==> config.mk <==
export PLATFORM = sky130hd
export DESIGN_NAME = nibble_rle_image_decoder
export DESIGN_NICKNAME = d
export VERILOG_FILES = /design/src/rtl/core/nrid_pkg.sv /design/src/rtl/core/nrid_ctrl.sv /design/src/rtl/core/nrid_datapath.sv /design/src/rtl/core/nibble_rle_image_decoder.sv
export SDC_FILE = /design/constraint.sdc
export NUM_CORES = 1
export LEC_CHECK = 0
export BUFFER_PORTS_ARGS = -buffer_cell sky130_fd_sc_hd__buf_2
export CAP_MARGIN = 10
export CORE_UTILIZATION = 61
export CTS_BUF_LIST = sky130_fd_sc_hd__clkbuf_8
export DETAILED_ROUTE_END_ITERATION = 7
export PLACE_DENSITY = 0.83
export SYNTH_ARGS = -nofsm -noshare
export SYNTH_HDL_FRONTEND = slang
export SYNTH_SLANG_ARGS = --single-unit
==> constraint.sdc <==
create_clock -name clk -period 5.3 [get_ports clk]
set_clock_uncertainty 0.05 [all_clocks]
set_input_delay 0.53 -clock clk [delete_from_list [all_inputs] [get_ports clk]]
set_output_delay 0.53 -clock clk [all_outputs]
set_load 0.02 [all_outputs]
==> src/rtl/core/nrid_pkg.sv <==
// Shared types, constants and helpers of the nibble run-length image decoder.
// Used by nrid_ctrl, nrid_datapath and the top level; depends on nothing.
package nrid_pkg;

  // Sizes
  localparam int PIXEL_COUNT_BITS     = 20;
  localparam int FILL_PIXELS_PER_ITEM = 64;
  localparam int FILL_CNT_W           = $clog2(FILL_PIXELS_PER_ITEM);
  localparam int WORD_W               = 32;
  localparam int NIB_W                = 4;
  localparam int NIB_PER_WORD         = WORD_W / NIB_W;
  localparam int NIB_CNT_W            = $clog2(NIB_PER_WORD) + 1;
  localparam int UNREAD_W             = 3;
  localparam int UNREAD_LIMIT         = 4;
  localparam int MASK_W               = 16;
  localparam int CFG_IDX_W            = 2;
  localparam int CFG_DATA_W           = (PIXEL_COUNT_BITS > MASK_W) ? PIXEL_COUNT_BITS : MASK_W;

  typedef logic [PIXEL_COUNT_BITS-1:0] pix_cnt_t;
  typedef logic [NIB_W-1:0]            nib_t;

  // Input opcodes
  localparam logic [1:0] OP_START = 2'd0;
  localparam logic [1:0] OP_DATA  = 2'd1;
  localparam logic [1:0] OP_END   = 2'd2;

  // Status codes
  localparam logic [1:0] STAT_OK    = 2'd0;
  localparam logic [1:0] STAT_TRUNC = 2'd1;
  localparam logic [1:0] STAT_LONG  = 2'd2;

  // Configuration register indexes
  localparam logic [CFG_IDX_W-1:0] CFG_RLE_MASK    = 2'd0;
  localparam logic [CFG_IDX_W-1:0] CFG_PIXEL_COUNT = 2'd1;
  localparam logic [CFG_IDX_W-1:0] CFG_SWAP_BYTES  = 2'd2;

  // Datapath operations issued by the controller
  typedef logic [3:0] dp_op_t;
  localparam dp_op_t DP_NONE      = 4'd0;
  localparam dp_op_t DP_START     = 4'd1;
  localparam dp_op_t DP_UNREAD    = 4'd2;
  localparam dp_op_t DP_LOAD      = 4'd3;
  localparam dp_op_t DP_NIB       = 4'd4;
  localparam dp_op_t DP_REP       = 4'd5;
  localparam dp_op_t DP_FILL_INIT = 4'd6;
  localparam dp_op_t DP_FILL      = 4'd7;
  localparam dp_op_t DP_STATUS    = 4'd8;
  localparam dp_op_t DP_FLUSH     = 4'd9;

  typedef struct packed {
    dp_op_t op;
  } nrid_cmd_t;

  typedef struct packed {
    logic adv;         // a result may be produced this cycle
    logic left_zero;   // no image pixels remain
    logic awaiting;    // next nibble is a repeat count
    logic cnt_nz;      // clamped repeat count of current nibble is nonzero
    logic last_nib;    // current nibble is the last of the word
    logic word_empty;  // all nibbles of the word consumed
    logic rep_one;     // one repeat pixel remains
    logic fill_end;    // this fill pixel ends the fill chunk
  } nrid_stat_t;

  typedef struct packed {
    logic [7:0] pixel_pair;
    logic       byte_valid;
    logic       image_done;
    logic [1:0] status;
  } nrid_res_t;

  // Reverse byte order of a data word
  function automatic logic [WORD_W-1:0] byte_swap(input logic [WORD_W-1:0] w);
    byte_swap = {w[7:0], w[15:8], w[23:16], w[31:24]};
  endfunction

endpackage

==> src/rtl/core/nrid_ctrl.sv <==
// Controller state machine of the nibble run-length image decoder.
// Sequences nibble, repeat and fill steps; depends on nrid_pkg.
module nrid_ctrl (
  input  logic                 clk,
  input  logic                 rst_n,
  input  logic                 in_tvalid,
  output logic                 in_tready,
  input  logic [1:0]           in_opcode,
  input  nrid_pkg::nrid_stat_t stat,
  output nrid_pkg::nrid_cmd_t  cmd
);
  import nrid_pkg::*;

  localparam logic [2:0] S_IDLE = 3'd0;
  localparam logic [2:0] S_NIB  = 3'd1;
  localparam logic [2:0] S_REP  = 3'd2;
  localparam logic [2:0] S_FILL = 3'd3;
  localparam logic [2:0] S_DONE = 3'd4;

  logic [2:0] state_r, state_nxt;

  assign in_tready = (state_r == S_IDLE);

  // Next state and datapath command
  always_comb begin
    state_nxt = state_r;
    cmd.op    = DP_NONE;
    unique case (state_r)
      S_IDLE: begin
        if (in_tvalid) begin
          case (in_opcode)
            OP_START: cmd.op = DP_START;
            OP_DATA: begin
              if (stat.left_zero && !stat.awaiting) begin
                cmd.op = DP_UNREAD;
              end else begin
                cmd.op    = DP_LOAD;
                state_nxt = S_NIB;
              end
            end
            OP_END: begin
              if (stat.left_zero) begin
                cmd.op    = DP_STATUS;
                state_nxt = S_DONE;
              end else begin
                cmd.op    = DP_FILL_INIT;
                state_nxt = S_FILL;
              end
            end
            default: cmd.op = DP_NONE;
          endcase
        end
      end
      S_NIB: begin
        if (stat.left_zero && !stat.awaiting) begin
          state_nxt = S_DONE;
        end else if (stat.adv) begin
          cmd.op = DP_NIB;
          if (stat.awaiting && stat.cnt_nz) begin
            state_nxt = S_REP;
          end else if (stat.last_nib) begin
            state_nxt = S_DONE;
          end
        end
      end
      S_REP: begin
        if (stat.adv) begin
          cmd.op = DP_REP;
          if (stat.rep_one) begin
            state_nxt = stat.word_empty ? S_DONE : S_NIB;
          end
        end
      end
      S_FILL: begin
        if (stat.adv) begin
          cmd.op = DP_FILL;
          if (stat.fill_end) begin
            state_nxt = S_DONE;
          end
        end
      end
      S_DONE: begin
        if (stat.adv) begin
          cmd.op    = DP_FLUSH;
          state_nxt = S_IDLE;
        end
      end
      default: state_nxt = S_IDLE;
    endcase
  end

  always_ff @(posedge clk) begin
    if (!rst_n) begin
      state_r <= S_IDLE;
    end else begin
      state_r <= state_nxt;
    end
  end

endmodule

==> src/rtl/core/nrid_datapath.sv <==
// Datapath of the nibble run-length image decoder: config registers, decode
// state, pixel packing, held result and output register; depends on nrid_pkg.
module nrid_datapath (
  input  logic                              clk,
  input  logic                              rst_n,
  input  nrid_pkg::nrid_cmd_t               cmd,
  output nrid_pkg::nrid_stat_t              stat,
  input  logic [nrid_pkg::WORD_W-1:0]       in_word,
  input  logic                              cfg_valid,
  input  logic [nrid_pkg::CFG_IDX_W-1:0]    cfg_index,
  input  logic [nrid_pkg::CFG_DATA_W-1:0]   cfg_data,
  output logic                              out_tvalid,
  input  logic                              out_tready,
  output logic [7:0]                        out_tdata,
  output logic                              out_tlast,
  output logic [3:0]                        out_tuser
);
  import nrid_pkg::*;

  // Configuration
  logic [MASK_W-1:0] rle_mask_r;
  pix_cnt_t          pixel_count_r;
  logic              swap_bytes_r;

  // Decode state
  pix_cnt_t              left_r, left_nxt;
  nib_t                  pend_r, pend_nxt;
  logic                  pend_v_r, pend_v_nxt;
  nib_t                  colour_r, colour_nxt;
  logic                  await_r, await_nxt;
  logic [UNREAD_W-1:0]   unread_r, unread_nxt;
  logic [1:0]            err_r, err_nxt;
  logic                  fin_r, fin_nxt;
  logic [WORD_W-1:0]     word_r, word_nxt;
  logic [NIB_CNT_W-1:0]  nib_cnt_r, nib_cnt_nxt;
  nib_t                  rep_r, rep_nxt;
  logic [FILL_CNT_W-1:0] fill_cnt_r, fill_cnt_nxt;

  // Held result and output register
  logic      hold_v_r, hold_v_nxt;
  nrid_res_t hold_r, hold_nxt;
  logic      out_v_r, out_v_nxt;
  nrid_res_t out_r, out_nxt;
  logic      out_last_r, out_last_nxt;

  // Step helpers
  nib_t      nib;
  logic      nib_gt;
  nib_t      nib_clamp;
  logic      px_en;
  nib_t      px_col;
  pix_cnt_t  left_dec;
  logic      emit;
  nrid_res_t emit_res;
  logic      flush;

  assign nib       = word_r[NIB_W-1:0];
  assign nib_gt    = {{(PIXEL_COUNT_BITS-NIB_W){1'b0}}, nib} > left_r;
  assign nib_clamp = nib_gt ? left_r[NIB_W-1:0] : nib;
  assign left_dec  = left_r - PIXEL_COUNT_BITS'(1);

  // Status toward the controller
  always_comb begin
    stat.adv        = !(hold_v_r && out_v_r && !out_tready);
    stat.left_zero  = (left_r == '0);
    stat.awaiting   = await_r;
    stat.cnt_nz     = (nib_clamp != '0);
    stat.last_nib   = (nib_cnt_r == NIB_CNT_W'(NIB_PER_WORD - 1));
    stat.word_empty = (nib_cnt_r == NIB_CNT_W'(NIB_PER_WORD));
    stat.rep_one    = (rep_r == NIB_W'(1));
    stat.fill_end   = (left_r == PIXEL_COUNT_BITS'(1)) ||
                      (fill_cnt_r == FILL_CNT_W'(FILL_PIXELS_PER_ITEM - 1));
  end

  // Decode step
  always_comb begin
    left_nxt     = left_r;
    pend_nxt     = pend_r;
    pend_v_nxt   = pend_v_r;
    colour_nxt   = colour_r;
    await_nxt    = await_r;
    unread_nxt   = unread_r;
    err_nxt      = err_r;
    fin_nxt      = fin_r;
    word_nxt     = word_r;
    nib_cnt_nxt  = nib_cnt_r;
    rep_nxt      = rep_r;
    fill_cnt_nxt = fill_cnt_r;
    px_en        = 1'b0;
    px_col       = colour_r;
    emit         = 1'b0;
    emit_res     = '0;
    flush        = 1'b0;

    case (cmd.op)
      DP_START: begin
        left_nxt   = pixel_count_r;
        pend_nxt   = '0;
        pend_v_nxt = 1'b0;
        colour_nxt = '0;
        await_nxt  = 1'b0;
        unread_nxt = '0;
        err_nxt    = STAT_OK;
        fin_nxt    = (pixel_count_r == '0);
      end
      DP_UNREAD: begin
        if (unread_r != {UNREAD_W{1'b1}}) begin
          unread_nxt = unread_r + UNREAD_W'(1);
        end
      end
      DP_LOAD: begin
        word_nxt    = swap_bytes_r ? byte_swap(in_word) : in_word;
        nib_cnt_nxt = '0;
      end
      DP_NIB: begin
        word_nxt    = {{NIB_W{1'b0}}, word_r[WORD_W-1:NIB_W]};
        nib_cnt_nxt = nib_cnt_r + NIB_CNT_W'(1);
        if (await_r) begin
          await_nxt = 1'b0;
          if (nib_gt) begin
            err_nxt = STAT_LONG;
          end
          rep_nxt = nib_clamp;
        end else begin
          colour_nxt = nib;
          px_en      = 1'b1;
          px_col     = nib;
          await_nxt  = rle_mask_r[nib];
        end
      end
      DP_REP: begin
        rep_nxt = rep_r - NIB_W'(1);
        px_en   = 1'b1;
      end
      DP_FILL_INIT: begin
        err_nxt      = STAT_TRUNC;
        await_nxt    = 1'b0;
        fill_cnt_nxt = '0;
      end
      DP_FILL: begin
        fill_cnt_nxt = fill_cnt_r + FILL_CNT_W'(1);
        px_en        = 1'b1;
      end
      DP_STATUS: begin
        if (await_r) begin
          err_nxt   = STAT_TRUNC;
          await_nxt = 1'b0;
        end else if (fin_r && unread_r > UNREAD_W'(UNREAD_LIMIT)) begin
          err_nxt = STAT_LONG;
        end
        emit                = 1'b1;
        emit_res.pixel_pair = '0;
        emit_res.byte_valid = 1'b0;
        emit_res.image_done = (left_r == '0) && fin_r;
        emit_res.status     = err_nxt;
      end
      DP_FLUSH: flush = 1'b1;
      default: ;
    endcase

    // Emit one pixel; pair it up or pad the final odd one
    if (px_en) begin
      left_nxt            = left_dec;
      emit_res.byte_valid = 1'b1;
      emit_res.image_done = (left_dec == '0);
      emit_res.status     = err_nxt;
      if (left_dec == '0) begin
        fin_nxt = 1'b1;
      end
      if (pend_v_r) begin
        emit                = 1'b1;
        emit_res.pixel_pair = {pend_r, px_col};
        pend_v_nxt          = 1'b0;
      end else if (left_dec == '0) begin
        emit                = 1'b1;
        emit_res.pixel_pair = {px_col, {NIB_W{1'b0}}};
        pend_v_nxt          = 1'b0;
      end else begin
        pend_nxt   = px_col;
        pend_v_nxt = 1'b1;
      end
    end
  end

  // Move results through the held slot into the output register
  always_comb begin
    hold_v_nxt   = hold_v_r;
    hold_nxt     = hold_r;
    out_v_nxt    = out_v_r && !out_tready;
    out_nxt      = out_r;
    out_last_nxt = out_last_r;
    if (emit) begin
      if (hold_v_r) begin
        out_v_nxt    = 1'b1;
        out_nxt      = hold_r;
        out_last_nxt = 1'b0;
      end
      hold_v_nxt = 1'b1;
      hold_nxt   = emit_res;
    end else if (flush && hold_v_r) begin
      out_v_nxt    = 1'b1;
      out_nxt      = hold_r;
      out_last_nxt = 1'b1;
      hold_v_nxt   = 1'b0;
    end
  end

  // Control and architectural state
  always_ff @(posedge clk) begin
    if (!rst_n) begin
      rle_mask_r    <= '0;
      pixel_count_r <= '0;
      swap_bytes_r  <= 1'b0;
      left_r        <= '0;
      pend_r        <= '0;
      pend_v_r      <= 1'b0;
      colour_r      <= '0;
      await_r       <= 1'b0;
      unread_r      <= '0;
      err_r         <= STAT_OK;
      fin_r         <= 1'b0;
      hold_v_r      <= 1'b0;
      out_v_r       <= 1'b0;
    end else begin
      if (cfg_valid) begin
        case (cfg_index)
          CFG_RLE_MASK:    rle_mask_r    <= cfg_data[MASK_W-1:0];
          CFG_PIXEL_COUNT: pixel_count_r <= cfg_data[PIXEL_COUNT_BITS-1:0];
          CFG_SWAP_BYTES:  swap_bytes_r  <= cfg_data[0];
          default: ;
        endcase
      end
      left_r   <= left_nxt;
      pend_r   <= pend_nxt;
      pend_v_r <= pend_v_nxt;
      colour_r <= colour_nxt;
      await_r  <= await_nxt;
      unread_r <= unread_nxt;
      err_r    <= err_nxt;
      fin_r    <= fin_nxt;
      hold_v_r <= hold_v_nxt;
      out_v_r  <= out_v_nxt;
    end
  end

  // Payload registers
  always_ff @(posedge clk) begin
    word_r     <= word_nxt;
    nib_cnt_r  <= nib_cnt_nxt;
    rep_r      <= rep_nxt;
    fill_cnt_r <= fill_cnt_nxt;
    hold_r     <= hold_nxt;
    out_r      <= out_nxt;
    out_last_r <= out_last_nxt;
  end

  assign out_tvalid = out_v_r;
  assign out_tdata  = out_r.pixel_pair;
  assign out_tlast  = out_last_r;
  assign out_tuser  = {out_r.status, out_r.image_done, out_r.byte_valid};

  // A waiting half pixel always has an image pixel left to pair with
  a_pend_has_left: assert property (@(posedge clk) disable iff (!rst_n)
    pend_v_r |-> (left_r != '0))
    else $error("pending pixel with no pixels left");

  // The output register is only ever loaded from the held slot
  a_out_from_hold: assert property (@(posedge clk) disable iff (!rst_n)
    $rose(out_v_r) |-> $past(hold_v_r))
    else $error("output loaded without a held result");

  // A repeat step never runs on an exhausted count
  a_rep_nonzero: assert property (@(posedge clk) disable iff (!rst_n)
    (cmd.op == DP_REP) |-> (rep_r != '0) && (left_r != '0))
    else $error("repeat step with zero count");

  // Nothing produces a result while a held result is blocked
  a_no_overrun: assert property (@(posedge clk) disable iff (!rst_n)
    (hold_v_r && out_v_r && !out_tready) |-> !emit && !flush)
    else $error("result produced while output stalled");

endmodule

==> src/rtl/core/nibble_rle_image_decoder.sv <==
// Sequence: a start or an ignored beat is taken in the idle state; a data word is
// loaded, then stepped once per nibble and once per repeated pixel, then its last
// result is released from the held slot into the output register.
// Throughput: no new beat is taken until the last one's steps are done, set by the
// single nibble/pixel step unit, which handles one step a cycle unless the output stalls.
// Reset: synchronous active-low rst_n clears config and decode state, not payload registers.
module nibble_rle_image_decoder (
  input  logic                                  clk,
  input  logic                                  rst_n,
  input  logic                                  in_tvalid,
  output logic                                  in_tready,
  input  logic [nrid_pkg::WORD_W-1:0]           in_tdata,   // data_word
  input  logic [1:0]                            in_tuser,   // opcode
  output logic                                  out_tvalid,
  input  logic                                  out_tready,
  output logic [7:0]                            out_tdata,  // pixel_pair
  output logic                                  out_tlast,  // last_of_run
  output logic [3:0]                            out_tuser,  // byte_valid, image_done, status[1:0]
  input  logic                                  cfg_valid,
  output logic                                  cfg_ready,
  input  logic [nrid_pkg::CFG_IDX_W-1:0]        cfg_index,
  input  logic [nrid_pkg::CFG_DATA_W-1:0]       cfg_data
);
  import nrid_pkg::*;

  nrid_cmd_t  cmd;
  nrid_stat_t stat;

  // Registers take writes at any time
  assign cfg_ready = 1'b1;

  nrid_ctrl u_ctrl (
    .clk       (clk),
    .rst_n     (rst_n),
    .in_tvalid (in_tvalid),
    .in_tready (in_tready),
    .in_opcode (in_tuser),
    .stat      (stat),
    .cmd       (cmd)
  );

  nrid_datapath u_datapath (
    .clk        (clk),
    .rst_n      (rst_n),
    .cmd        (cmd),
    .stat       (stat),
    .in_word    (in_tdata),
    .cfg_valid  (cfg_valid),
    .cfg_index  (cfg_index),
    .cfg_data   (cfg_data),
    .out_tvalid (out_tvalid),
    .out_tready (out_tready),
    .out_tdata  (out_tdata),
    .out_tlast  (out_tlast),
    .out_tuser  (out_tuser)
  );

endmodule

* Word-level counts from Yosys, hierarchy flattened
Index checks and enable logic that the tools add are counted.
** Operators by class
- Multiplexer cells :: 81
- Shift-type cells :: 0
- Reductions and logical operators :: 35
- Bitwise operators :: 0
- Add/subtract/negate cells :: 5
- Order comparisons :: 3
- Eq/ne operators :: 36
- Divide/modulo/power cells :: 0
- Multiply operators :: 0
** Operators with widths (count)
- $pmux 32 s2 :: 1
- $logic_not 20->1 :: 3
- $mux 3 :: 18
- $mux 12 :: 4
- $mux 4 :: 12
- $mux 20 :: 2
- $mux 32 :: 1
- $mux 1 :: 24
- $pmux 4 s2 :: 3
- $eq 20x1->1 const B :: 1
- $eq 4x3->1 const B :: 5
- $gt 4x20->1 :: 1
- $pmux 4 s5 :: 1
- $sub 20x1->20 const B :: 1
- $mux 8 :: 2
- $reduce_bool 2->1 :: 8
- $pmux 3 s5 :: 1
- $eq 4x4->1 const B :: 3
- $ne 2x2->1 const B :: 6
- $pmux 3 s2 :: 2
- $pmux 4 s3 :: 1
- $pmux 6 s2 :: 1
- $reduce_and 2->1 :: 6
- $reduce_and 10->1 :: 1
- other kinds (30) :: 52
** Word-level totals
- Memories :: 0
- Logic and storage cells :: 187
- Output and inout bits :: 16
- Bits in latches :: 0
- Memory bits (writable) :: 0
- Register bits after elaboration :: 149
- Bits in read-only memories :: 0
- Bits of input ports :: 61

* Depth between registers and ports, before layout
Gate-level depths: netlist (run 1).
- Depth in word-level cells :: 13
- Depth in mapped cells :: 11
- Gate-level depth less buffers :: 9

* Modules after synthesis
From an unflattened synthesis (run 1), not the netlist that was laid out.
** Second synthesis, totals
- Cells, all modules :: 822
- Area total of the unflattened synthesis :: 7624.8 µm²
** By module, submodules not included
- nrid_datapath :: seq. area each 3633.5 µm², area an instance 7215.7 µm², instances 1, cells each 763
- nrid_ctrl :: seq. area each 60.1 µm², area an instance 397.9 µm², instances 1, cells each 57
- nibble_rle_image_decoder :: seq. area each 0.0 µm², area an instance 11.3 µm², instances 1, cells each 2

* Least setup slack after synthesis (run 1)
OpenSTA, ideal clock, no wires.
- Path kind :: in2reg
- From :: input in_tvalid
- To :: register u_datapath.nib_cnt_r[0], enable pin
- Buffers on the path :: 0
- Setup slack :: 900 ps
- Library setup time :: 479 ps
- Arrival :: 3871 ps
- Required time :: 4771 ps
- Stages on the path :: 3
- Cells stage by stage :: or4b_4 -> or2_2 -> o21ai_0
** On the way
- Longest elaborated chain between the ends :: 4
- Elaborated cells on any way between the ends :: 5
- Classes of those cells :: eq/ne (2); mux (2); reduce/logical (1)
** RTL lines
- from (decl) :: line nibble_rle_image_decoder.sv:10 : input logic in_tvalid,
- $mux 4 (*) :: line nrid_ctrl.sv:30 : if (in_tvalid) begin
- $pmux 4 s5 (*) :: line nrid_ctrl.sv:28 : unique case (state_r)
- $eq 4x2->1 or $eq 4x3->1 (tied branches) :: line nrid_datapath.sv:95 : case (cmd.op)
- $reduce_bool 2->1 (no source line) (*)
- to (signal assigned) :: line nrid_datapath.sv:249 : nib_cnt_r <= nib_cnt_nxt;
- to (decl) :: line nrid_datapath.sv:35 : logic [NIB_CNT_W-1:0] nib_cnt_r, nib_cnt_nxt;
Mark *: on every way between the ends. The rest lies on a longest branch, timed or not.
A chain may end at the register's enable or synchronous reset.

* Final worst setup path (run 1)
- From :: register u_datapath.left_r[1]
- To :: register u_datapath.out_r (netlist bit u_datapath.out_tuser[0]), enable pin
** On the way
- Longest elaborated chain between the ends :: 13
- Elaborated cells on any way between the ends :: 26
- Classes of those cells :: add/sub (1); eq/ne (6); mux (12); reduce/logical (7)
** RTL lines
- from (decl) :: line nrid_datapath.sv:26 : pix_cnt_t left_r, left_nxt;
- from (signal assigned) :: line nrid_datapath.sv:233 : left_r <= left_nxt;
- $logic_not 20->1 :: line nrid_datapath.sv:65 : stat.left_zero = (left_r == '0);
- $logic_and 1x1->1 :: line nrid_ctrl.sv:34, nrid_ctrl.sv:55
- $mux 1 :: line nrid_ctrl.sv:34 : if (stat.left_zero && !stat.awaiting) begin
- $pmux 4 s3 :: line nrid_ctrl.sv:31 : case (in_opcode)
- $mux 4 :: line nrid_ctrl.sv:30
- $pmux 4 s5 :: line nrid_ctrl.sv:28
- $eq 4x4->1 :: line nrid_datapath.sv:95
- $mux 1 :: line nrid_datapath.sv:95
- $mux 1 :: line nrid_datapath.sv:174 : end else if (left_dec == '0) begin
- $mux 1 :: line nrid_datapath.sv:170 : if (pend_v_r) begin
- $mux 1 (*) :: line nrid_datapath.sv:162 : if (px_en) begin
- net u_datapath.emit :: line nrid_datapath.sv:53 : logic emit;
- $ne 2x1->1 (no source line) or $reduce_bool 2->1 (tied branches)
- $reduce_and 2->1 (no source line) (*)
- to (signal assigned) :: line nrid_datapath.sv:253 : out_r <= out_nxt;
- to (decl) :: line nrid_datapath.sv:43 : nrid_res_t out_r, out_nxt;
The timed path passes the listed nets; every way through them passes the cells marked *.

==> results of run 1 <==
## layer usage
metal / share of wire [%] / wire length [um] / up-vias
met1: 44 / 7540 / 2845
met4: 2.0 / 336 / 0
met2: 49 / 8350 / 206
li1: - / - / 2972
met5: 0 / 0 / -
met3: 5.7 / 982 / 36
## placed cells by master, fill, tap and decap left out, types with 7 or more instances in the layout
cell type	netlist	routed
nand2_1	146	146
dfxtp_1	78	77
buf_2	9	75
edfxtp_1	71	71
nor2_1	57	57
a21oi_1	57	57
mux2i_1	42	42
o21ai_0	41	40
clkbuf_8	0	19
inv_1	15	18
ha_1	16	16
nor3_1	14	14
nand3_1	14	14
and3_1	10	10
o31ai_1	9	9
a31oi_1	9	9
o21a_1	9	9
o22ai_1	8	8
nor4_1	8	8
a22oi_1	7	7
## cell families after synthesis
family                     synth area share, %
buffers and inverters                     3.79
DFF                                       48.4
other                                   0.0491
xor gates and xnor gates                  1.26
muxes                                     8.07
AOI/OAI and AO/OA                         16.2
and+or+nand+nor                           19.6
adders and majority gates                 2.62
## through the flow
stage	std cells	power [mW]	setup slack (ns)	instance area (sq um)
floorplan	793	3.75	0.900	7630
global placement	988	4.17	1.48	8020
detailed placement	988	4.25	1.43	8020
CTS	1020	5.03	1.46	8370
global route	1020	5.36	1.18	8370
finish	1020	5.05	1.41	8370
## area by class of cell
type	count	share of cell area, %
Sequential cell	149	44.2
Multi-Input combinational cell	577	43.8
Timing Repair Buffer	78	4.76
Clock buffer	19	3.13
Tap cell	168	2.51
Clock inverter	13	0.972
Inverter	16	0.718
## how the worst max path moves through the flow
stage	endpoint	depth (start not counted)
global route	u_datapath.out_tuser[0]$_DFFE_PP_	9
floorplan	u_datapath.nib_cnt_r[0]$_SDFFCE_PN0P_	3
CTS	u_datapath.out_tuser[0]$_DFFE_PP_	7
finish	u_datapath.out_tuser[0]$_DFFE_PP_	9
detailed placement	u_datapath.out_tuser[0]$_DFFE_PP_	8
global placement	u_datapath.out_tdata[0]$_DFFE_PP_	8
## power by group through the flow
stage / clock [mW] / sequential, mW / combinational [mW]
3_3_place_gp: 0 / 1.94 / 2.22
6_report: 0.776 / 1.94 / 2.33
2_1_floorplan: 0 / 1.85 / 1.90
4_1_cts: 0.784 / 1.94 / 2.30
5_1_grt: 0.830 / 1.98 / 2.55
3_5_place_dp: 0 / 1.96 / 2.29
## registers in the layout, indices dropped and copies added (netlist names), 3 cells and up
| signal | count |
|---|---|
| u_datapath.word_r | 32 |
| u_datapath.nib_cnt_r | 4 |
| u_datapath.left_r | 20 |
| u_datapath.out_tuser | 4 |
| u_ctrl.state_r | 3 |
| u_datapath.pend_r | 4 |
| u_datapath.fill_cnt_r | 6 |
| u_datapath.rep_r | 4 |
| u_datapath.unread_r | 3 |
| u_datapath.rle_mask_r | 16 |
| u_datapath.pixel_count_r | 20 |
| u_datapath.hold_r | 12 |
| u_datapath.colour_r | 4 |
| u_datapath.out_tdata | 8 |
## worst register-to-register path, cell delays in order, from the launching register on
cell and delay [ns]:
dfxtp_1 0.37, inv_1 0.20, ha_1 0.36, or3b_2 0.61
nor3b_1 0.26, a31oi_1 0.06, o32ai_1 0.24, a31oi_1 0.21
o21ai_2 0.61, o21a_1 0.54
==> results.md, run 1 <==
* Most frequent CP cell: a31oi_1
* Async S/R FF share, synth at 0%
* Reg-to-reg slack, setup at approximately 1.4 ns
* Most numerous cell in the Yosys netlist: nand2_1
* Hold path depth at 3
* CTS Hold Bufs at 0
* Port bufs at 75
* Multi-input logic area at about 3700 sq um
* Synth cell types at between 70 and 80
* Worst Hold Path EP: u_datapath.rle_mask_r[3]$_SDFFE_PN0P_
* Synth top cells by count: nand2_1, dfxtp_1, edfxtp_1, a21oi_1, nor2_1
* Worst-path cell chain: inv_1, ha_1, or3b_2, nor3b_1, a31oi_1, o32ai_1, a31oi_1, o21ai_2, o21a_1
* EDFF count, synth at 71
* CTS resizes at 0
* Row cnt at 40
* WL/cell at around 17 um
* Via/cell ratio at roughly 6
* Switch Pwr at 2.20 mW
* Slew Limit Fails at 0
* Data required, critical path at 5.35 ns
* CP max-delay cell: or3b_2
* Nets at a little over 900
* Starting Density at 63.0%
* Clk root buf: clkbuf_8
* Lkg Pwr at approximately 3 nW
* Critical path endpoint category: register
* Rel. slew slack at a little over a quarter
* Max cap viols at 0
* Hold_ws at approximately 0.26 ns
* Layout cell share with drive strength beyond 1 at between 15 and 20%
* Final GP Congestion at around 0.94
* Post CTS Setup Buffer Count at 0
* Post-synth top flop: dfxtp_1
* Final period util at around three quarters
* Total number of vias at ~6000
* Grt ovf at 0
* Routed wire length at ~17 mm
* Met1 usage at 34.9%
* Post-DRT Antenna Nets at 0
* Busiest grt layer: met2
* Clk_lat worst skew at 0.47 ns
* Crit path max-delay family: compound AO/OA/AOI/OAI gates
* VDD IR max at slightly below 0.0004 V
* CTS buffer count at 17
* Half-perimeter wire length after placement at approximately 12 mm
* Synthesis-stage register bit count at 149
* Die H at between 100 and 150 um
* Chip width at around 110 um
* PwrDens at slightly above 600 nW/um^2
* Reg clk slew, reported paths at ~0.080 ns
* Mean area per synthesized cell at between 9 and 10 sq um
* Share of the synthesized area in the top cell type at roughly 28%
* Largest net degree at the start of global routing at 62
* Met3 Usage GRT at between 6 and 7%
* Pre-antenna DRT Iters at 7
* Sequential share of power at between 30% and 40%
* Min-delay worst type: in2reg
* Sequential-to-total area share from yosys stat at ~48%
* Core Footprint at between 10000 and 15000 sq um
* Hold Startpoint: cfg_data[3]
* Yosys warning count at 0
* CTS sink count at around 150
* Area growth syn-to-layout at 9.64%
* Worst R2R Path Depth at 9
* CP startpoint kind: register
* # diodes at 0
* R2R Path End: u_datapath.out_tuser[0]$_DFFE_PP_
* Vias in the first global route at 5534
* Fin. Hold Viols at 0
* Final core area utilization at approximately 70%
* Clock share of power at approximately 15%
* Fin Setup TNS at 0 ns
* Top post-synthesis cells by area: edfxtp_1, dfxtp_1, nand2_1
* Highest cell delay on the worst timing path at 0.61 ns
* Worst-margin pin slew at 1.08 ns
* Largest fanout on the critical path at 16
* Post-Syn Nets at 870
* H-Tree Depth at 4
* Die ar. at about 13000 sq um
* Synth area leader: edfxtp_1
* Area of the mapped netlist at between 7000 and 8000 sq um
* Worst r2r src: u_datapath.left_r[1]$_SDFFE_PN0P_
* CP Launch Point: u_datapath.left_r[1]$_SDFFE_PN0P_
* Reg area at 3690 sq um
* CTS tree: built
* Initial drt markers at about 530
* Internal at 2.84 mW
* Setup-failing EPs final at 0
* Ports at 77
* Sw Ratio at 43.7%
* Filler cells at around 950
* GRT met2 Usage at 46.0%
* Gate Count Post-Synth at 793
* Final Critical Period at about 4 ns
* First-pass GRT wire length at between 20 and 30 mm
* Overall Global Routing Usage at between 20 and 30%
* Fmax at roughly 0.26 GHz
* Bufs and invs on worst path at 1
* Residual DRC at 0
* CP arrival at ~3.9 ns
* Status: complete, no violations
* Comb pwr share at ~46%
* Maximum root-to-sink buffer count at 2
* RSZ-0062 raised after global routing: no
* Initial antenna violation count at 0
* Critical path type: reg2reg
No activity file was read; power rests on OpenSTA's default activity.
==> run 2: changes to the inputs <==
--- a/config.mk
+++ b/config.mk
@@ -7,10 +7,10 @@
 export LEC_CHECK = 0
 export BUFFER_PORTS_ARGS = -buffer_cell sky130_fd_sc_hd__buf_2
 export CAP_MARGIN = 10
-export CORE_UTILIZATION = 61
+export CORE_UTILIZATION = 55
 export CTS_BUF_LIST = sky130_fd_sc_hd__clkbuf_8
 export DETAILED_ROUTE_END_ITERATION = 7
-export PLACE_DENSITY = 0.83
+export PLACE_DENSITY = 0.79
 export SYNTH_ARGS = -nofsm -noshare
 export SYNTH_HDL_FRONTEND = slang
 export SYNTH_SLANG_ARGS = --single-unit
==> constraint.sdc (replaced) <==
create_clock -name clk -period 3.4 [get_ports clk]
set_clock_uncertainty 0.05 [all_clocks]
set_input_delay 0.34 -clock clk [delete_from_list [all_inputs] [get_ports clk]]
set_output_delay 0.34 -clock clk [all_outputs]
set_load 0.02 [all_outputs]
==> run 2 against run 1 <==
Against the previous run: global-route usage shrank 1.1 points; maximum frequency grew 27%; count of clock-buffer cells in the layout shrank 1; combinational power grew 68%; die area grew 11%; routed wire length grew 5.5%; flip-flop and latch count is the same; sequential share of layout area shrank 0.94 points; first-iteration DRC count grew 18%; setup slack lost 1.1 ns; hold slack lost 0.20 ns; critical path type unchanged.
==> results.md, run 2 (same netlist as run 1, synthesis figures left out) <==
* Overall Global Routing Usage at 26.4% (-1.1 points)
* Total number of vias at 6252 (+3.2%)
* Final GP Congestion at 0.905 (-4.0%)
* Setup WS post-layout at 0.327 ns (-1.09 ns)
* Initial antenna violation count at 0 (unchanged)
* Filler cells at 1091 (+14%)
* CP arrival at 3.14 ns (-0.80 ns)
* Met3 wire len at 1.20 mm (+22%)
* H-Tree Depth at 4 (unchanged)
* CTS tree: built
* Hold_ws at 0.0565 ns (-0.200 ns)
* Final period util at 90.4% (+17 points)
* Max FFs per register at 32 (unchanged)
* Reg area at 3690 sq um (unchanged)
* PwrDens at 969 nW/um^2 (+61%)
* Clk_lat worst skew at 0.48 ns (about the same)
* Port bufs at 75 (unchanged)
* Initial drt markers at 622 (+18%)
* Placed insts at 1010 (+2.2%)
* Min-delay worst type: in2reg
* Pre-antenna DRT Iters at 6 (-1)
* Metal2 WL at 8.88 mm (+6.4%)
* Hold Startpoint: cfg_data[17]
* Layout cell share with drive strength beyond 1 at 18.5% (+1.6 points)
* Status: complete, no violations
* Row cnt at 42 (+5.0%)
* Fin Setup TNS at 0 ns (unchanged)
* CTS Hold Bufs at 0 (unchanged)
* CP startpoint kind: register
* Final Critical Period at 3.07 ns (-0.815 ns)
* Most common cell after layout, fill and taps aside: nand2_1
* Area growth syn-to-layout at 12.0%
* Routed wire length at 18.2 mm (+5.5%)
* Largest net degree at the start of global routing at 62 (unchanged)
* Clk root buf: clkbuf_8
* Worst r2r src: u_datapath.left_r[4]$_SDFFE_PN0P_
* Biggest register: u_datapath.word_r
* Nets at 930 (+1.5%)
* Core Footprint at 13400 sq um (+11%)
* Max cap viols at 0 (unchanged)
* Critical path type: reg2reg
* CTS buffer count at 17 (unchanged)
* Half-perimeter wire length after placement at 12.8 mm (+6.5%)
* VDD IR max at 0.000542 V (+38%)
* RSZ-0062 raised after global routing: no
* Die ar. at 14300 sq um (+11%)
* Most used cells in the layout excluding fill and tap cells: nand2_1, dfxtp_1, buf_2
* Data required, critical path at 3.47 ns (-1.88 ns)
* M1 wire length at 7.61 mm (+1.0%)
* Starting Density at 56.9% (-6.1 points)
* Design Area, Final at 8550 sq um (+2.2%)
* CTS sink count at 149 (unchanged)
* Post CTS Setup Buffer Count at 0 (unchanged)
* Chip width at 120 um (+5.2%)
* Residual DRC at 0 (unchanged)
* Reg-to-reg slack, setup at 0.33 ns (-1.09 ns)
* Vias in the first global route at 6092 (+10%)
* Lkg Pwr at 3.14 nW (+2.9%)
* R2R Path End: u_datapath.rep_r[3]$_DFFE_PP_
* Via/cell ratio at 6.00 (+1.0%)
* Biggest registers after layout: u_datapath.word_r (32), u_datapath.left_r (20), u_datapath.pixel_count_r (20)
* Worst R2R Path Depth at 6 (-3)
* Reg clk slew, reported paths at 0.08 ns (about the same)
* Final std cells w/o fill at 1042 (+2.2%)
* Die H at 120 um (+5.2%)
* Largest fanout on the critical path at 9 (-7)
* Fmax at 0.325 GHz (+27%)
* Worst-margin pin slew at 1.09 ns (+0.00203 ns)
* Hold path depth at 3 (unchanged)
* Critical path endpoint category: register
* First-pass GRT wire length at 29.5 mm (+7.7%)
* Grt ovf at 0 (unchanged)
* Rel. slew slack at 27.3% (-0.14 points)
* WL/cell at 17.4 um (+3.3%)
* Max Used Layer: met4
* Design Power at 8.28 mW (+64%)
* Ports at 77 (unchanged)
* Post-DRT Antenna Nets at 0 (unchanged)
* CTS resizes at 0 (unchanged)
* # diodes at 0 (unchanged)
* Multi-input logic area at 3660 sq um (unchanged)
* Worst Hold Path EP: u_datapath.pixel_count_r[17]$_SDFFE_PN0P_
* Fin. Hold Viols at 0 (unchanged)
* Placed cell areas at 8150 sq um (+1.6%)
* Maximum root-to-sink buffer count at 2 (unchanged)
* Pre-CTS setup slack at 0.400 ns (-1.03 ns)
* Final core area utilization at 63.8% (-5.3 points)
* Setup-failing EPs final at 0 (unchanged)
* Slew Limit Fails at 0 (unchanged)
==> run 2: cell types whose count changed in the layout (fill, tap and decap cells not counted) <==
cell	before	now
buf_4	3	16
buf_12	0	1
inv_4	3	2
clkbuf_8	19	18
inv_1	18	16
inv_8	0	2
bufinv_16	0	2
==> run 2: final cells by class <==
cell class              count  area share [%]
clock buffers              18            2.90
clock inverters            14            1.76
inverters                  16           0.702
multi-input cells         577            42.8
flip-flops and latches    149            43.2
well taps                 176            2.58
repair buffers             92            6.03
==> run 2: where the power goes <==
group / leakage [nW] / switching, mW / total (mW) / internal (mW)
sequential: 1.29 / 0.374 / 2.97 / 2.59
combinational: 1.65 / 2.45 / 3.91 / 1.46
clock: 0.205 / 0.723 / 1.40 / 0.681
==> run 2: per-layer routing <==
metal / GRT usage, % / vias to the layer above
met5: 0 / -
met3: 6.75 / 37
li1: - / 3006
met1: 31.7 / 2971
met2: 44.8 / 238
met4: 11.5 / 0
==> run 2: worst max-delay path by stage <==
| stage | startpoint | end | slack (ns) | cells after the start |
|---|---|---|---|---|
| after global routing | u_datapath.left_r[4]$_SDFFE_PN0P_ | u_datapath.rep_r[3]$_DFFE_PP_ | 0.12 | 6 |
| after detailed placement | u_datapath.left_r[4]$_SDFFE_PN0P_ | u_datapath.hold_r[10]$_SDFFCE_PP0P_ | 0.40 | 7 |
| after global placement | u_datapath.left_r[4]$_SDFFE_PN0P_ | u_datapath.word_r[19]$_DFFE_PP_ | 0.52 | 6 |
| after CTS | u_datapath.left_r[4]$_SDFFE_PN0P_ | u_datapath.rep_r[3]$_DFFE_PP_ | 0.35 | 6 |
| after floorplan | u_datapath.left_r[1]$_SDFFE_PN0P_ | u_datapath.out_tdata[0]$_DFFE_PP_ | 0.11 | 10 |
| final | u_datapath.left_r[4]$_SDFFE_PN0P_ | u_datapath.rep_r[3]$_DFFE_PP_ | 0.33 | 6 |
==> run 2: worst max-delay path: stages, from the launching register on <==
cell      delay, ns
dfxtp_1        0.40
nor4_4         0.53
nand4_4        0.24
or2_1          0.33
a221oi_2       0.38
nand2_1        0.25
o21ai_0        0.53
==> run 3: changes to the inputs <==
--- a/config.mk
+++ b/config.mk
@@ -11,6 +11,7 @@
 export CTS_BUF_LIST = sky130_fd_sc_hd__clkbuf_8
 export DETAILED_ROUTE_END_ITERATION = 7
 export PLACE_DENSITY = 0.79
+export RECOVER_POWER = 50
 export SYNTH_ARGS = -nofsm -noshare
 export SYNTH_HDL_FRONTEND = slang
 export SYNTH_SLANG_ARGS = --single-unit
==> run 3 against run 2 <==
Against the previous run: setup slack worse by 0.14 ns; utilization decreased by 0.35 points; global-route usage unchanged; combinational power down 2%; design area shrank 0.54%; maximum frequency fell by 4.3%; non-clock buffer count did not move; clock power is essentially flat; the run now ends with max-capacitance violations, max-slew violations left; routed wire length fell by 0.21%; critical path depth is 2 higher; sequential power hardly changed.
==> results.md, run 3 (same netlist as run 1, synthesis figures left out) <==
* CTS Hold Bufs at 0 (unchanged)
* Crit path depth at 8 (+2)
* Biggest registers after layout: u_datapath.word_r (32), u_datapath.left_r (20), u_datapath.pixel_count_r (20)
* Core Footprint at 13400 sq um (unchanged)
* Half-perimeter wire length after placement at 12.8 mm (unchanged)
* Setup WS post-layout at 0.187 ns (-0.139 ns)
* Critical path type: reg2reg
* Design Power at 8.22 mW (-0.82%)
* Ports at 77 (unchanged)
* Filler cells at 1110 (+1.7%)
* Maximum root-to-sink buffer count at 2 (unchanged)
* H-Tree Depth at 4 (unchanged)
* Grt ovf at 0 (unchanged)
* CTS sink count at 149 (unchanged)
* Area growth syn-to-layout at 11.4%
* Final GP Congestion at 0.905 (unchanged)
* Nets at 930 (unchanged)
* Most common cell after layout, fill and taps aside: nand2_1
* Slew Limit Fails at 56 (+56)
* Final period util at 94.5% (+4.1 points)
* Fin Setup TNS at 0 ns (unchanged)
* Fin. Hold Viols at 0 (unchanged)
* Initial drt markers at 623 (+0.16%)
* CTS buffer count at 17 (unchanged)
* R2R Path End: u_datapath.hold_r[10]$_SDFFCE_PP0P_
* GRT met2 Usage at 44.8% (unchanged)
* Max FFs per register at 32 (unchanged)
* Crit path max-delay family: simple AND/OR/NAND/NOR gates
* WL/cell at 17.4 um (-0.21%)
* Initial antenna violation count at 0 (unchanged)
* Lkg Pwr at 3.09 nW (-1.7%)
* Row cnt at 42 (unchanged)
* Failing checks: max-capacitance violations, max-slew violations
* Chip width at 120 um (unchanged)
* First-pass GRT wire length at 29.5 mm (unchanged)
* Port bufs at 75 (unchanged)
* Pre-CTS setup slack at 0.400 ns (unchanged)
* Met3 Usage GRT at 6.75% (unchanged)
* Pre-antenna DRT Iters at 5 (-1)
* CP arrival at 3.37 ns (+0.23 ns)
* Largest net degree at the start of global routing at 62 (unchanged)
* Data required, critical path at 3.56 ns (+0.09 ns)
* Fmax at 0.311 GHz (-4.3%)
* Worst-margin pin slew at 2.55 ns (+1.46 ns)
* Total number of vias at 6261 (+0.14%)
* CTS resizes at 0 (unchanged)
* CTS tree: built
* Final Critical Period at 3.21 ns (+0.139 ns)
* Busiest grt layer: met2
* Crit path capture: u_datapath.hold_r[10]$_SDFFCE_PP0P_
* Status: complete, but fails checks
* CP max-delay cell: nor4_4
* Reg clk slew, reported paths at 0.08 ns (about the same)
* Rel. slew slack at -70.1% (-97 points)
* Reg-to-reg slack, setup at 0.19 ns (-0.14 ns)
* Layout cell share with drive strength beyond 1 at 15.9% (-2.5 points)
* # diodes at 0 (unchanged)
* Critical path endpoint category: register
* Biggest register: u_datapath.word_r
* Residual DRC at 0 (unchanged)
* Highest cell delay on the worst timing path at 0.53 ns (about the same)
* Vias in the first global route at 6092 (unchanged)
* Max cap viols at 1 (+1)
* RSZ-0062 raised after global routing: no
* PwrDens at 966 nW/um^2 (-0.28%)
* Hold Startpoint: cfg_data[17]
* Via/cell ratio at 6.01 (+0.14%)
* Worst-path cell chain: nor4_4, nand4_4, nor4_1, or2_1, a21o_1, inv_1, and2_1, a22o_1
* Post CTS Setup Buffer Count at 0 (unchanged)
* Setup-failing EPs final at 0 (unchanged)
* Clk root buf: clkbuf_8
* Worst R2R Path Depth at 8 (+2)
* Clk_lat worst skew at 0.47 ns (about the same)
* CP Launch Point: u_datapath.left_r[4]$_SDFFE_PN0P_
* Min-delay worst type: in2reg
* Die ar. at 14300 sq um (unchanged)
* Met1 usage at 31.7% (unchanged)
* Overall Global Routing Usage at 26.4% (unchanged)
* Final core area utilization at 63.5% (-0.35 points)
* Worst r2r src: u_datapath.left_r[4]$_SDFFE_PN0P_
* Starting Density at 56.9% (unchanged)
* Bufs and invs on worst path at 1 (+1)
* CP startpoint kind: register
* Die H at 120 um (unchanged)
* Most used cells in the layout excluding fill and tap cells: nand2_1, dfxtp_1, edfxtp_1
* Largest fanout on the critical path at 22 (+13)
* Routed wire length at 18.1 mm (-0.21%)
* Post-DRT Antenna Nets at 0 (unchanged)
* VDD IR max at 0.000534 V (-1.5%)
-- run 3: power breakdown --
part | leakage [nW] | switching (mW) | internal (mW) | total (mW)
clock | 0.205 | 0.719 | 0.681 | 1.40
sequential | 1.29 | 0.376 | 2.59 | 2.97
combinational | 1.59 | 2.42 | 1.43 | 3.85
-- run 3: worst min path at each step --
stage / to / slack, ns / depth (start not counted)
finish: u_datapath.pixel_count_r[17]$_SDFFE_PN0P_ / 0.06 / 3
global route: u_datapath.pixel_count_r[17]$_SDFFE_PN0P_ / 0.04 / 3
CTS: u_datapath.pixel_count_r[17]$_SDFFE_PN0P_ / 0.04 / 3
detailed placement: u_datapath.out_tdata[3]$_DFFE_PP_ / 0.36 / 0
global placement: u_datapath.out_tdata[1]$_DFFE_PP_ / 0.35 / 0
floorplan: u_datapath.out_tdata[0]$_DFFE_PP_ / 0.35 / 0
-- run 3: routing by layer --
layer,routed length (um),vias to the layer above
met2,8830,237
met1,7670,2978
li1,-,3008
met5,0,-
met3,1150,38
met4,477,0
-- run 3: area by class of cell --
cell class                 count  area [sq um]  area share (%)
clock buffer                  18           248            2.91
clock inverter                14           150            1.77
inverter                      16          60.1           0.706
multi-input combinational    577          3640            42.8
sequential                   149          3690            43.5
tap                          176           220            2.59
timing repair buffer          92           488            5.74
-- run 3: metrics by stage --
| stage | instances | hold WS (ns) | instance area (sq um) |
|---|---|---|---|
| 2_1_floorplan | 793 | 0.350 | 7630 |
| 3_3_place_gp | 1010 | 0.351 | 8150 |
| 3_5_place_dp | 1010 | 0.355 | 8150 |
| 4_1_cts | 1042 | 0.0370 | 8550 |
| 5_1_grt | 1042 | 0.0355 | 8500 |
| 6_report | 1042 | 0.0592 | 8500 |
-- run 3: worst reg2reg max path: cells and delay by family (launching register included) --
| family | cells | cell delay [ns] |
|---|---|---|
| compound gates | 2 | 0.42 |
| buf+inv | 1 | 0.32 |
| flops | 1 | 0.40 |
| simple gates | 5 | 1.76 |
